===== config.mk =====
export PLATFORM = sky130hd
export DESIGN_NAME = tfc_fifo
export DESIGN_NICKNAME = d
export VERILOG_FILES = /design/src/rtl/tfc_pkg.sv /design/src/rtl/tfc_fifo.sv
export SDC_FILE = /design/constraint.sdc
export NUM_CORES = 1
export LEC_CHECK = 0
export BUFFER_PORTS_ARGS = -buffer_cell sky130_fd_sc_hd__buf_2
export CAP_MARGIN = 0
export CORE_MARGIN = 2
export CORE_UTILIZATION = 52
export CTS_BUF_LIST = sky130_fd_sc_hd__clkbuf_2 sky130_fd_sc_hd__clkbuf_4 sky130_fd_sc_hd__clkbuf_8
export CTS_CLUSTER_DIAMETER = 50
export DETAILED_ROUTE_END_ITERATION = 16
export PLACE_DENSITY = 0.87
export SLEW_MARGIN = 20
export SYNTH_ARGS = -nofsm -noshare
export SYNTH_HDL_FRONTEND = slang
export SYNTH_SLANG_ARGS = --single-unit

===== constraint.sdc =====
create_clock -name clk -period 1.88 [get_ports clk]
set_input_delay 0.094 -clock clk [delete_from_list [all_inputs] [get_ports clk]]
set_output_delay 0.094 -clock clk [all_outputs]
set_load 0.01 [all_outputs]

===== src/rtl/tfc_pkg.sv =====
package tfc_pkg;

	localparam int REG_BITS = 13;
	localparam int BOX_BITS = 29;
	localparam int DEF_COORD_BITS = 32;
	localparam int DEF_FRAC_BITS = 16;
	localparam int QUEUE_DEPTH = 2;

	localparam logic [REG_BITS-1:0] WIDTH_RESET = REG_BITS'(320);
	localparam logic [REG_BITS-1:0] HEIGHT_RESET = REG_BITS'(240);

	typedef enum logic [1:0] {
		REG_WIDTH = 2'd0,
		REG_HEIGHT = 2'd1
	} reg_index_t;

	typedef enum logic [1:0] {
		CLS_REJECT = 2'd0,
		CLS_ACCEPT = 2'd1,
		CLS_CLIP = 2'd2
	} clip_class_t;

	typedef struct packed {
		logic take;
		logic full;
	} front_ctl_t;

endpackage


===== src/rtl/tfc_fifo.sv =====
module tfc_fifo #(
	parameter int DW = 8,
	parameter int DEPTH = tfc_pkg::QUEUE_DEPTH
) (
	input  logic          clk,
	input  logic          arst_n,
	input  logic          push,
	input  logic [DW-1:0] din,
	output logic          full,
	output logic          vld,
	output logic [DW-1:0] dout
);
	import tfc_pkg::*;

	localparam int AW = (DEPTH > 1) ? $clog2(DEPTH) : 1;
	localparam int CW = $clog2(DEPTH + 1);

	logic [DW-1:0] mem_q [DEPTH];
	logic [AW-1:0] wr_q, rd_q;
	logic [CW-1:0] cnt_q;
	logic do_push, do_pop;

	assign full = (cnt_q == CW'(DEPTH));
	assign vld = (cnt_q != '0);
	assign dout = mem_q[rd_q];
	assign do_push = push && !full;
	assign do_pop = vld;

	always_ff @(posedge clk or negedge arst_n) begin
		if (!arst_n) begin
			wr_q <= '0;
			rd_q <= '0;
			cnt_q <= '0;
		end else begin
			if (do_push) begin
				wr_q <= (wr_q == AW'(DEPTH - 1)) ? '0 : wr_q + 1'b1;
			end
			if (do_pop) begin
				rd_q <= (rd_q == AW'(DEPTH - 1)) ? '0 : rd_q + 1'b1;
			end
			cnt_q <= cnt_q + CW'(do_push) - CW'(do_pop);
		end
	end

	always_ff @(posedge clk) begin
		if (do_push) begin
			mem_q[wr_q] <= din;
		end
	end

endmodule


==> summary.md <==
| Metric | Value |
|---|---|
| Outcome | `completed` |
| GPL Wtd Cong | `0.700` |
| Placement Rows | `14` |
| Fin crit share | `0.812` |
| Crit path kind | `register to output port` |
| RSZ-0062 raised after global routing | `no` |
| Clk_skew | `roughly 0.014 ns` |
| First-pass GRT wire length | `about 1800 um` |
| Fmax | `655 MHz` |
| Number of flops mapped to enable cells by yosys | `16` |
| Endpoints failing hold | `0` |
| Crit. End Element | `output port` |
| Mapped Area | `783 sq um` |
| Area Growth Syn to Fin | `34.3%` |
| Primary FF master, synth | `edfxtp_1` |
| Max clock buf depth | `2` |
| Top Ports | `21` |
| Final setup viols | `0` |
| Leading cell types by count after synthesis | `16 x edfxtp_1, 8 x mux2_4, 4 x dfrtp_1` |
| Initial Util | `0.539` |
| Num CTS Buffers | `3` |
| Fin worst setup slack | `0.354 ns` |
| Share of the synthesized area in the top cell type | `0.613` |
| Iteration-0 DRC Markers | `1` |
| Largest net degree at the start of global routing | `13` |
| Post-Synthesis Net Count | `50` |
| CTS sink cnt | `20` |
| Core Area | `1450 sq um` |
| Die Area | `1830 sq um` |
| WL/cell | `12.5 um` |
| Initial antenna violation count | `0` |
| Cell area after layout | `between 1000 and 1500 sq um` |
| Max-slew violation count | `0` |
| # nets final | `85` |
| Mapped Cells | `39` |
| LEAKAGE | `0.466 nW` |
| Post-CTS Setup Inserts | `0` |
| Vias per inst | `between 4 and 5` |
| Critical path peak fanout | `9` |
| Max-cap violation count | `0` |
| Die width | `42.8 um` |
| # diodes | `0` |
| Synth area leader | `edfxtp_1` |
| H-tree Lvls | `1` |
| Slew headroom | `0.678` |
| # DRC | `0` |
| Worst-Margin Slew | `0.483 ns` |
| DP Wirelength | `821 um` |
| Die H | `42.8 um` |
| Ranking of synthesized cells by area | `edfxtp_1 61%, mux2_4 15%, dfrtp_1 13%` |
| Worst vdd ir | `0.807 mV` |
| All-Layer GR Usage | `0.134` |
| Clk root buf | `clkbuf_4` |
| Final core area utilization | `0.724` |
| Mean Syn Cell Area | `20.1 sq um` |
| Final wirelength | `1110 um` |
| Final ANT Viol Nets | `0` |
| CP Data Required Time | `1.79 ns` |
| CTS tree | `yes` |
| Setup crit start kind | `register` |
| Post-Place Cell Area | `between 800 and 900 sq um` |
| Setup WS pre-CTS | `0.607 ns` |
| Vias in the first global route | `425` |
| HP Class | `input port to asynchronous set/reset pin` |
| Port Buf Inserts | `20` |
| WP data arrival | `approximately 1.4 ns` |
| GRT overflow | `0` |
| Asr flop ratio synth | `0.200` |
| Sequential share of the synthesized area | `0.741` |
| Netlist cell types | `14` |
| Yosys reg bits | `20` |
| Via count | `416` |
| Power Density | `1270 nW/um^2` |
| FILL cells | `92` |
| TNS Setup | `0 ns` |
| Most frequent cell after synthesis | `edfxtp_1` |
| Clock-pin slew on the worst setup and hold paths | `0.11 ns` |
| Warnings from Yosys | `0` |
| Count of TritonRoute iterations in the first routing pass | `2` |
| Layout cells sized above 1 | `0.493` |
| Min Tclk post-route | `between 1.5 and 2 ns` |
| Worst-Skew Late Latency | `0.29 ns` |
==> per-layer routing <==
metal  track usage  wire (um)  part of all wire  up-vias
met4        0.0375          0                 0        0
li1              -          -                 -      209
met2         0.230        586              0.53       12
met3        0.0255         53             0.048        0
met1         0.173        471              0.42      195
met5             0          0                 0        -
==> flip-flops by register name (all words and copies together), names as in the netlist <==
register  flops
wr_q          1
cnt_q         2
rd_q          1
mem_q        16
==> metrics by stage <==
stage	std cells	total power, W	hold slack (ns)
finish	89	0.00134	0.122
detailed placement	75	0.00100	-0.0918
floorplan	39	0.000904	-0.202
CTS	89	0.00136	0.107
global placement	75	0.000991	-0.0967
global route	89	0.00140	0.120
==> cell usage in the layout (no fill, tap or decap), types with 3 or more instances in the layout <==
cell type	instances
buf_2	20
edfxtp_1	16
dlygate4sd3_1	10
mux2_4	8
dfrtp_1	4
clkbuf_4	3
==> report_power, final <==
part | switching [W] | internal, W
Sequential | 0.0000746 | 0.000579
Clock | 0.000119 | 0.000215
Combinational | 0.000129 | 0.000218
==> cells by family after synthesis <==
logic type | Yosys count | share of synthesized area
xor+xnor | 2 | 0.0224
mux | 8 | 0.153
simple gates | 7 | 0.0639
buf+inv | 2 | 0.0192
flops | 20 | 0.741
==> worst max-delay path: stages, from the launching register on <==
cell,delay [ns]
dfrtp_1,0.66
mux2_4,0.34
buf_2,0.14
==> timing repair <==
action,4_1_cts,5_1_grt
endpoints found under the hold margin,21,0
gates resized for setup,0,0
hold buffers,10,0
endpoints found under the setup margin,0,0
==> cell type report <==
type	instances	area [sq um]	share of cell area
Sequential cell	20	581	0.552
Timing Repair Buffer	31	208	0.197
Multi-Input combinational cell	17	188	0.178
Clock inverter	1	30.0	0.0285
Clock buffer	3	22.5	0.0214
Tap cell	16	20.0	0.0190
Inverter	1	3.75	0.00357
==> worst paths after layout <==
check,start,endpoint,slack [ns],cells past startpoint
min in group clk,din[2],mem_q[1][2],0.52,2
worst max register to register,cnt_q[1],mem_q[1][0],0.62,2
worst min register to register,wr_q,wr_q,0.52,1
worst min-delay path,arst_n,wr_q,0.12,2
max in group asynchronous,arst_n,cnt_q[1],1.62,2
worst max-delay path,rd_q,dout[1],0.35,2
(Power assumes the default switching activity.)
