[config.mk]
export PLATFORM = sky130hd
export DESIGN_NAME = tfc_front
export DESIGN_NICKNAME = d
export VERILOG_FILES = /design/src/rtl/tfc_pkg.sv /design/src/rtl/tfc_front.sv
export SDC_FILE = /design/constraint.sdc
export NUM_CORES = 1
export LEC_CHECK = 0
export BUFFER_PORTS_ARGS = -buffer_cell sky130_fd_sc_hd__buf_2
export CAP_MARGIN = 30
export CORE_MARGIN = 2
export CORE_UTILIZATION = 40
export CTS_BUF_LIST = sky130_fd_sc_hd__clkbuf_2 sky130_fd_sc_hd__clkbuf_4 sky130_fd_sc_hd__clkbuf_8
export CTS_CLUSTER_DIAMETER = 40
export DETAILED_ROUTE_END_ITERATION = 8
export MAX_ROUTING_LAYER = met4
export SYNTH_ARGS = -nofsm -noshare
export SYNTH_HDL_FRONTEND = slang
export SYNTH_SLANG_ARGS = --single-unit
export TNS_END_PERCENT = 30
[constraint.sdc]
create_clock -name clk -period 0.8 [get_ports clk]
set_input_delay 0.16 -clock clk [delete_from_list [all_inputs] [get_ports clk]]
set_output_delay 0.16 -clock clk [all_outputs]
set_load 0.1 [all_outputs]
[src/rtl/tfc_pkg.sv]
package tfc_pkg;

	localparam int REG_BITS = 13;
	localparam int BOX_BITS = 29;
	localparam int DEF_COORD_BITS = 32;
	localparam int DEF_FRAC_BITS = 16;
	localparam int QUEUE_DEPTH = 2;

	localparam logic [REG_BITS-1:0] WIDTH_RESET = REG_BITS'(320);
	localparam logic [REG_BITS-1:0] HEIGHT_RESET = REG_BITS'(240);

	typedef enum logic [1:0] {
		REG_WIDTH = 2'd0,
		REG_HEIGHT = 2'd1
	} reg_index_t;

	typedef enum logic [1:0] {
		CLS_REJECT = 2'd0,
		CLS_ACCEPT = 2'd1,
		CLS_CLIP = 2'd2
	} clip_class_t;

	typedef struct packed {
		logic take;
		logic full;
	} front_ctl_t;

endpackage

[src/rtl/tfc_front.sv]
module tfc_front #(
	parameter int CB = tfc_pkg::DEF_COORD_BITS
) (
	input  logic                   clk,
	input  logic                   arst_n,
	input  tfc_pkg::front_ctl_t    ctl,
	input  logic signed [CB-1:0]   vx [3],
	input  logic signed [CB-1:0]   vy [3],
	input  logic signed [CB-1:0]   vz [3],
	input  logic signed [CB-1:0]   vw [3],
	output logic                   vld_s1,
	output tfc_pkg::clip_class_t   cls_s1,
	output logic [CB-1:0]          numx_s1 [3],
	output logic [CB-1:0]          numy_s1 [3],
	output logic [CB-1:0]          den_s1 [3]
);
	import tfc_pkg::*;

	logic [5:0] outside [3];
	logic [5:0] all_out;
	logic any_out;
	clip_class_t cls;
	logic signed [CB:0] xe, ye, ze, we, nwe;

	always_comb begin
		for (int i = 0; i < 3; i++) begin
			xe = {vx[i][CB-1], vx[i]};
			ye = {vy[i][CB-1], vy[i]};
			ze = {vz[i][CB-1], vz[i]};
			we = {vw[i][CB-1], vw[i]};
			nwe = -we;
			outside[i][0] = xe < nwe;
			outside[i][1] = xe > we;
			outside[i][2] = ye < nwe;
			outside[i][3] = ye > we;
			outside[i][4] = ze[CB];
			outside[i][5] = ze > we;
		end
		all_out = outside[0] & outside[1] & outside[2];
		any_out = |(outside[0] | outside[1] | outside[2]);
		if (|all_out) begin
			cls = CLS_REJECT;
		end else if (any_out) begin
			cls = CLS_CLIP;
		end else begin
			cls = CLS_ACCEPT;
		end
	end

	always_ff @(posedge clk or negedge arst_n) begin
		if (!arst_n) begin
			vld_s1 <= 1'b0;
		end else if (ctl.take) begin
			vld_s1 <= 1'b1;
		end else if (!ctl.full) begin
			vld_s1 <= 1'b0;
		end
	end

	always_ff @(posedge clk) begin
		if (ctl.take) begin
			cls_s1 <= cls;
			for (int i = 0; i < 3; i++) begin
				numx_s1[i] <= CB'(vx[i] + vw[i]);
				numy_s1[i] <= CB'(vw[i] - vy[i]);
				den_s1[i] <= {vw[i][CB-2:0], 1'b0};
			end
		end
	end

endmodule

==> summary.txt, run 1 <==
Clock Skews = 0 ns
Area contributors post-synth = edfxtp_1 (30%), ha_1 (25%), xnor2_1 (5.8%)
Synth Instances = 3,046
Synth Area in XOR/XNOR = 0.07466
Post-DRT Antenna Nets = 0
Final wirelength = 125,700 um
DP HPWL = 101,000 um
Critical path arrival = 4.48 ns
Deepest clock path buffer count = 3
Highest ir drop seen on vdd = 2049 uV
RSZ-0062 raised after global routing = true
Layout area overhead = 83.20%
End of the critical path = cls_s1[1]$_SDFFCE_PP0P_
DRC viols = 0
GP Congestion = 0.9963
HP Start = vy[32]
CTS tree = built
Worst-Margin Slew = 0.7584 ns
GRT Residual Overflow = 0
PwrDens = 1650 mW/mm^2
Die Ht = 271.5 um
R2R setup slack = 0.11 ns
Via density = 5.238
Number of synthesized flops with an enable pin = 287
R2r worst-path depth = 1
Row cnt = 98
Setup violators final = 551
Crit end category = register
Initial DRC count = 2,058
Critical-path cell list = buf_2 -> or4_4 -> or4_4 -> or3_4 -> or4_4 -> nand2b_4 -> nor4_4 -> xnor2_2 -> ha_1 -> nand4_1 -> nor2_1 -> and3_1 -> o221ai_1 -> o21ba_1 -> a311oi_4 -> nor3b_1 -> nand4_1 -> o21ba_1
Main combinational cell family by area after synthesis = adder cells
DP Cell Count = 5,775
Crit-path max cell delay = 0.58 ns
Clock transition at path regs = 0.05 ns
Critical Path Stages = 18
Distinct cells, synth = 79
Slew Limit Fails = 0
Most frequent cell after synthesis = ha_1
Clock sinks = 288
Worst setup startpoint = vw[44]
Crit Path Category = input pin to register
CP most frequent cell = or4_4
H-tree levels = 2
Layout cells sized above 1 = 0.4691
Simple-Gate Fraction of Synth Area = 0.1449
TritonCTS Buffers = 60
Synth Cell Area = 0.02862 mm^2
Fmax = 247.7 MHz
CP Buf/Inv Count = 1
Total Power Consumption = 0.08653 W
Max-cap viol count = 0
I/O pins = 679
Main synth FF type = edfxtp_1
CTS root buf = clkbuf_8
Largest net degree at the start of global routing = 40
Hold_ws = -0.02254 ns
Final Non-Filler Cells = 6,134
Worst flop-to-flop path endpoint = vld_s1$_DFFE_PN0P_
First drt pass iteration count = 7
Skew-Pair Late Insertion Delay = 0.69 ns
Initial core utilization = 0.4025
CP Launch Type = input pin
Synthesized-area fraction occupied by adder cells = 0.2542
Family with the most delay on the worst path = simple AND/OR/NAND/NOR gates
Syn_area_per_cell = 9.397 um^2
Fin crit share = 5.047
Post-synthesis compound-gate area fraction = 0.1759
Vias in the first global route = 32,221
Synth top area share = 0.3011
Failing checks = hold timing, setup timing
Sum of negative setup slack = -406.36 ns
Antenna violations before repair = 61
Required time of the critical path = 1.24 ns
Die width = 271.5 um
Highest-delay cell along the critical path = or4_4
I/O Buffers = 675
Endpoints failing hold = 2
Final nets = 6,042
Core ar. = 0.07112 mm^2
Leakage = 24.83 nW
Final WS setup = -3.238 ns
Most area-hungry cell type in the Yosys netlist = edfxtp_1
Final Critical Period = 4.038 ns
GR Util All Layers = 0.3322
Synth cell count leaders = ha_1 (571), inv_1 (321), edfxtp_1 (287), a21oi_1 (270), xnor2_1 (190)
Sequential element share of the synthesized area = 0.3020
HP Class = input pin to register
Asr flop ratio synth = 0.003472
Hold_buf cts = 99
WL per Instance = 20.50 um
FF+latch count, synth = 288
FILL cells = 5,043
Slew headroom = 0.4928
Worst r2r src = vld_s1$_DFFE_PN0P_
Status = complete, but fails checks
Die area = 0.07371 mm^2
Mux contribution to synthesized area = 0.001443
Crit-path max FO = 5
Vias = 32,129
Ys Warns = 0
Global-route wire length before repair = 183,500 um
## layout by cell type, fill, tap and decap left out, drive strengths merged, types with 91 or more instances in the layout
master	instances
buf	1901
ha	571
inv	318
edfxtp	287
a21oi	270
xnor2	190
nor2	174
nand2	151
o21ai	115
a21o	102
dlygate4sd3	99
nand3	91
## layer usage
metal	up-vias	share of wire	global-route usage
met3	316	0.063	0.05953
met5	-	0	-
met2	1123	0.49	0.5608
met4	0	0.049	0.1416
met1	15219	0.40	0.3875
li1	15471	-	-
## per-stage QoR
stage	area, um^2	setup slack, ns	hold WS (ns)	util
3_3_place_gp	47320	-3.959	-0.06527	0.6654
5_1_grt	52430	-3.317	-0.02342	0.7372
3_5_place_dp	47320	-4.008	-0.06205	0.6654
4_1_cts	51230	-3.153	-0.07491	0.7204
6_report	52440	-3.238	-0.02254	0.7373
2_1_floorplan	30010	-3.364	-0.1356	-
## power breakdown
group | switching, W | internal (W)
registers | 0.00173 | 0.0194
logic | 0.0286 | 0.0207
clock network | 0.00734 | 0.00870
total | 0.0377 | 0.0488
## sequential cells by signal (all words and copies together), names as in the netlist
register / count
numy_s1: 96
den_s1: 93
numx_s1: 96
vld_s1: 1
cls_s1: 2
## final cells by class
cell class              count  area (um^2)  area share
diodes                     64        160.2    0.003054
clock buffers              75        938.4     0.01790
clock inverters            30        255.2    0.004868
inverters                 321         1353     0.02579
multi-input cells        2406        21390      0.4079
flip-flops and latches    288         8643      0.1648
well taps                 950         1189     0.02267
repair buffers           2000        18510      0.3530
## tightest hold or removal path, delay by kind of cell
kind | cells | cell delay (ns)
adder cells (fa/ha/maj) | 1 | 0.12
buffers and inverters | 3 | 0.20
## worst min-delay path by stage
| stage | end | cells past startpoint | slack [ns] |
|---|---|---|---|
| after floorplan | vld_s1$_DFFE_PN0P_ | 0 | -0.14 |
| after global placement | vld_s1$_DFFE_PN0P_ | 1 | -0.07 |
| after detailed placement | vld_s1$_DFFE_PN0P_ | 1 | -0.06 |
| after CTS | numy_s1[32]$_DFFE_PP_ | 4 | -0.07 |
| after global routing | numy_s1[32]$_DFFE_PP_ | 4 | -0.02 |
| final | numy_s1[32]$_DFFE_PP_ | 4 | -0.02 |
## cell families (layout without fill, tap and decap cells)
kind of cell / after synthesis / in the layout
AO/OA/AOI/OAI: 780 / 780
other: 1 / 67
AND/OR/NAND/NOR: 797 / 797
multiplexers: 4 / 4
flip-flops: 288 / 288
adder cells (fa/ha/maj): 578 / 578
XOR/XNOR: 244 / 244
buffers and inverters: 354 / 2426
## what timing repair did
item / 4_1_cts / 5_1_grt
endpoints found under the setup margin: 473 / 546
gates resized for setup: 255 / 167
pin swaps: 130 / 101
hold endpoints to repair: 111 / 4
setup buffers: 63 / 54
Note: power is estimated with default switching activity, not from simulation.
==> inputs of run 2 (changes only) <==
PLACE_DENSITY = 0.73   (was default)
==> run 2 against run 1 <==
Effect of this change:
- register-to-register slack is essentially flat
- non-clock buffer count is the same
- global-route usage grew 4.5 points
- the flow still finishes with violations (hold timing, setup timing)
==> summary.txt, run 2 (same netlist as run 1, synthesis figures left out) <==
Crit-path max cell delay = 0.60 ns
Critical-path cell list = buf_2 -> or4_4 -> or4_4 -> or3_4 -> or4_4 -> nand2b_4 -> nor4_4 -> xnor2_1 -> ha_1 -> a21oi_2 -> nor2b_1 -> o21ai_1 -> a21o_1 -> a41oi_2 -> a311oi_4 -> a311oi_2 -> o311ai_1 -> o21ba_1
Hold_ws = -0.05819 ns
Critical path arrival = 4.41 ns
Endpoints failing hold = 1
TritonCTS Buffers = 58
Crit-path max FO = 5
CP Buf/Inv Count = 1
FILL cells = 4,397
Row cnt = 98
Skew-Pair Late Insertion Delay = 0.66 ns
Critical Path Stages = 18
Leakage = 25.03 nW
Initial core utilization = 0.4025
WL per Instance = 24.72 um
Status = complete, but fails checks
Final WS setup = -3.197 ns
Fmax = 250.2 MHz
Crit end category = register
Failing checks = hold timing, setup timing
Deepest clock path buffer count = 3
R2R setup slack = 0.10 ns
Worst-Margin Slew = 0.8206 ns
Highest-delay cell along the critical path = or4_4
Most frequent cells in the layout = buf_4 (1,115), ha_1 (507), buf_2 (363)
Top Registers = numx_s1: 96 flops, numy_s1: 96 flops, den_s1: 93 flops
Fin crit share = 4.997
Final wirelength = 152,000 um
Antenna violations before repair = 73
GRT Residual Overflow = 0
H-tree levels = 2
Via density = 5.790
Hold_buf cts = 98
R2r worst-path depth = 1
Core ar. = 0.07112 mm^2
CTS root buf = clkbuf_8
GP Congestion = 1.017
Worst flop-to-flop path endpoint = vld_s1$_DFFE_PN0P_
CP most frequent cell = or4_4
RSZ-0062 raised after global routing = true
Cell Area, Placed = 0.04743 mm^2
DRC viols = 0
Core Util, Final = 0.7447
Post-DRT Antenna Nets = 0
Most common cell after layout, fill and taps aside = buf_4
CP Launch Type = input pin
Slew Limit Fails = 0
Die area = 0.07371 mm^2
First drt pass iteration count = 6
Post-route design area = 0.05296 mm^2
HP Class = input pin to register
Clock sinks = 288
Slew headroom = 0.4388
Layout area overhead = 85.03%
Die Ht = 271.5 um
Initial DRC count = 3,792
CTS tree = built
GR Util All Layers = 0.3771
Sum of negative setup slack = -507.80 ns
I/O pins = 679
Worst slack, placed = -4.076 ns
Largest net degree at the start of global routing = 28
Highest ir drop seen on vdd = 2100 uV
Final Critical Period = 3.997 ns
Worst r2r src = vld_s1$_DFFE_PN0P_
Vias in the first global route = 35,428
Global-route wire length before repair = 207,500 um
End of the critical path = cls_s1[1]$_SDFFCE_PP0P_
PwrDens = 1748 mW/mm^2
I/O Buffers = 675
Layout cells sized above 1 = 0.4719
Setup violators final = 759
Final nets = 6,040
Required time of the critical path = 1.21 ns
DP HPWL = 105,100 um
Vias = 35,611
Clock Skews = 0 ns
Family with the most delay on the worst path = simple AND/OR/NAND/NOR gates
Die width = 271.5 um
Worst setup startpoint = vw[39]
Clock transition at path regs = 0.07 ns
Crit Path Category = input pin to register
Max-cap viol count = 0
-- run 2: changes by cell type in the layout (fill, tap and decap cells not counted), moves of 5 or more --
cell | before | now
buf_6 | 112 | 103
diode_2 | 64 | 80
bufinv_16 | 3 | 13
a21oi_2 | 67 | 57
buf_8 | 9 | 17
clkbuf_4 | 15 | 10
a21oi_1 | 195 | 202
buf_12 | 295 | 303
nor2_4 | 12 | 5
buf_2 | 372 | 363
nor2_2 | 4 | 12
clkinv_2 | 9 | 4
-- run 2: worst min path at each step --
| stage | endpoint | slack, ns | start | cells after the start |
|---|---|---|---|---|
| after global placement | vld_s1$_DFFE_PN0P_ | -0.07 | arst_n | 1 |
| after floorplan | vld_s1$_DFFE_PN0P_ | -0.14 | arst_n | 0 |
| after detailed placement | vld_s1$_DFFE_PN0P_ | -0.06 | arst_n | 1 |
| after global routing | numy_s1[1]$_DFFE_PP_ | -0.08 | vy[1] | 3 |
| final | numy_s1[1]$_DFFE_PP_ | -0.06 | vy[1] | 3 |
| after CTS | numy_s1[32]$_DFFE_PP_ | -0.06 | vy[32] | 4 |
-- run 2: final cells by class --
class / count / area (um^2) / area share
Antenna cell: 80 / 200.2 / 0.003780
Clock buffer: 68 / 879.6 / 0.01661
Clock inverter: 37 / 540.5 / 0.01021
Inverter: 321 / 1365 / 0.02577
Multi-Input combinational cell: 2406 / 21490 / 0.4057
Sequential cell: 288 / 8643 / 0.1632
Tap cell: 950 / 1189 / 0.02244
Timing Repair Buffer: 2000 / 18660 / 0.3523
-- run 2: repair_timing --
action	CTS	global route
endpoints found under the setup margin	471	759
pin swaps	107	77
endpoints found under the hold margin	130	1
buffers inserted	63	41
gates resized for setup	290	161
cloned	0	0
-- run 2: report_power, final --
part | internal (W) | switching [W] | total [W]
Sequential | 0.0194 | 0.00191 | 0.0213
Clock | 0.0116 | 0.00821 | 0.0198
Combinational | 0.0211 | 0.0304 | 0.0514
Total | 0.0521 | 0.0405 | 0.0926
-- run 2: worst min-delay path, stage by stage --
cell and delay (ns):
buf_8 0.08, fa_2 0.21, inv_1 0.05
-- run 2: routing by layer --
layer  wire length, um  share of wire  up-vias  global-route usage
met3             15470           0.10     1069             0.08828
met5                 0              0        -                   -
met1             52410           0.34    16708              0.4079
met4             15560           0.10        0              0.2593
li1                  -              -    15463                   -
met2             68570           0.45     2371              0.6137
-- run 2: stage by stage --
stage	total power [W]	cells
2_1_floorplan	0.04583	3048
3_3_place_gp	0.06671	5777
3_5_place_dp	0.06748	5777
4_1_cts	0.08889	6035
5_1_grt	0.09511	6143
6_report	0.09256	6150
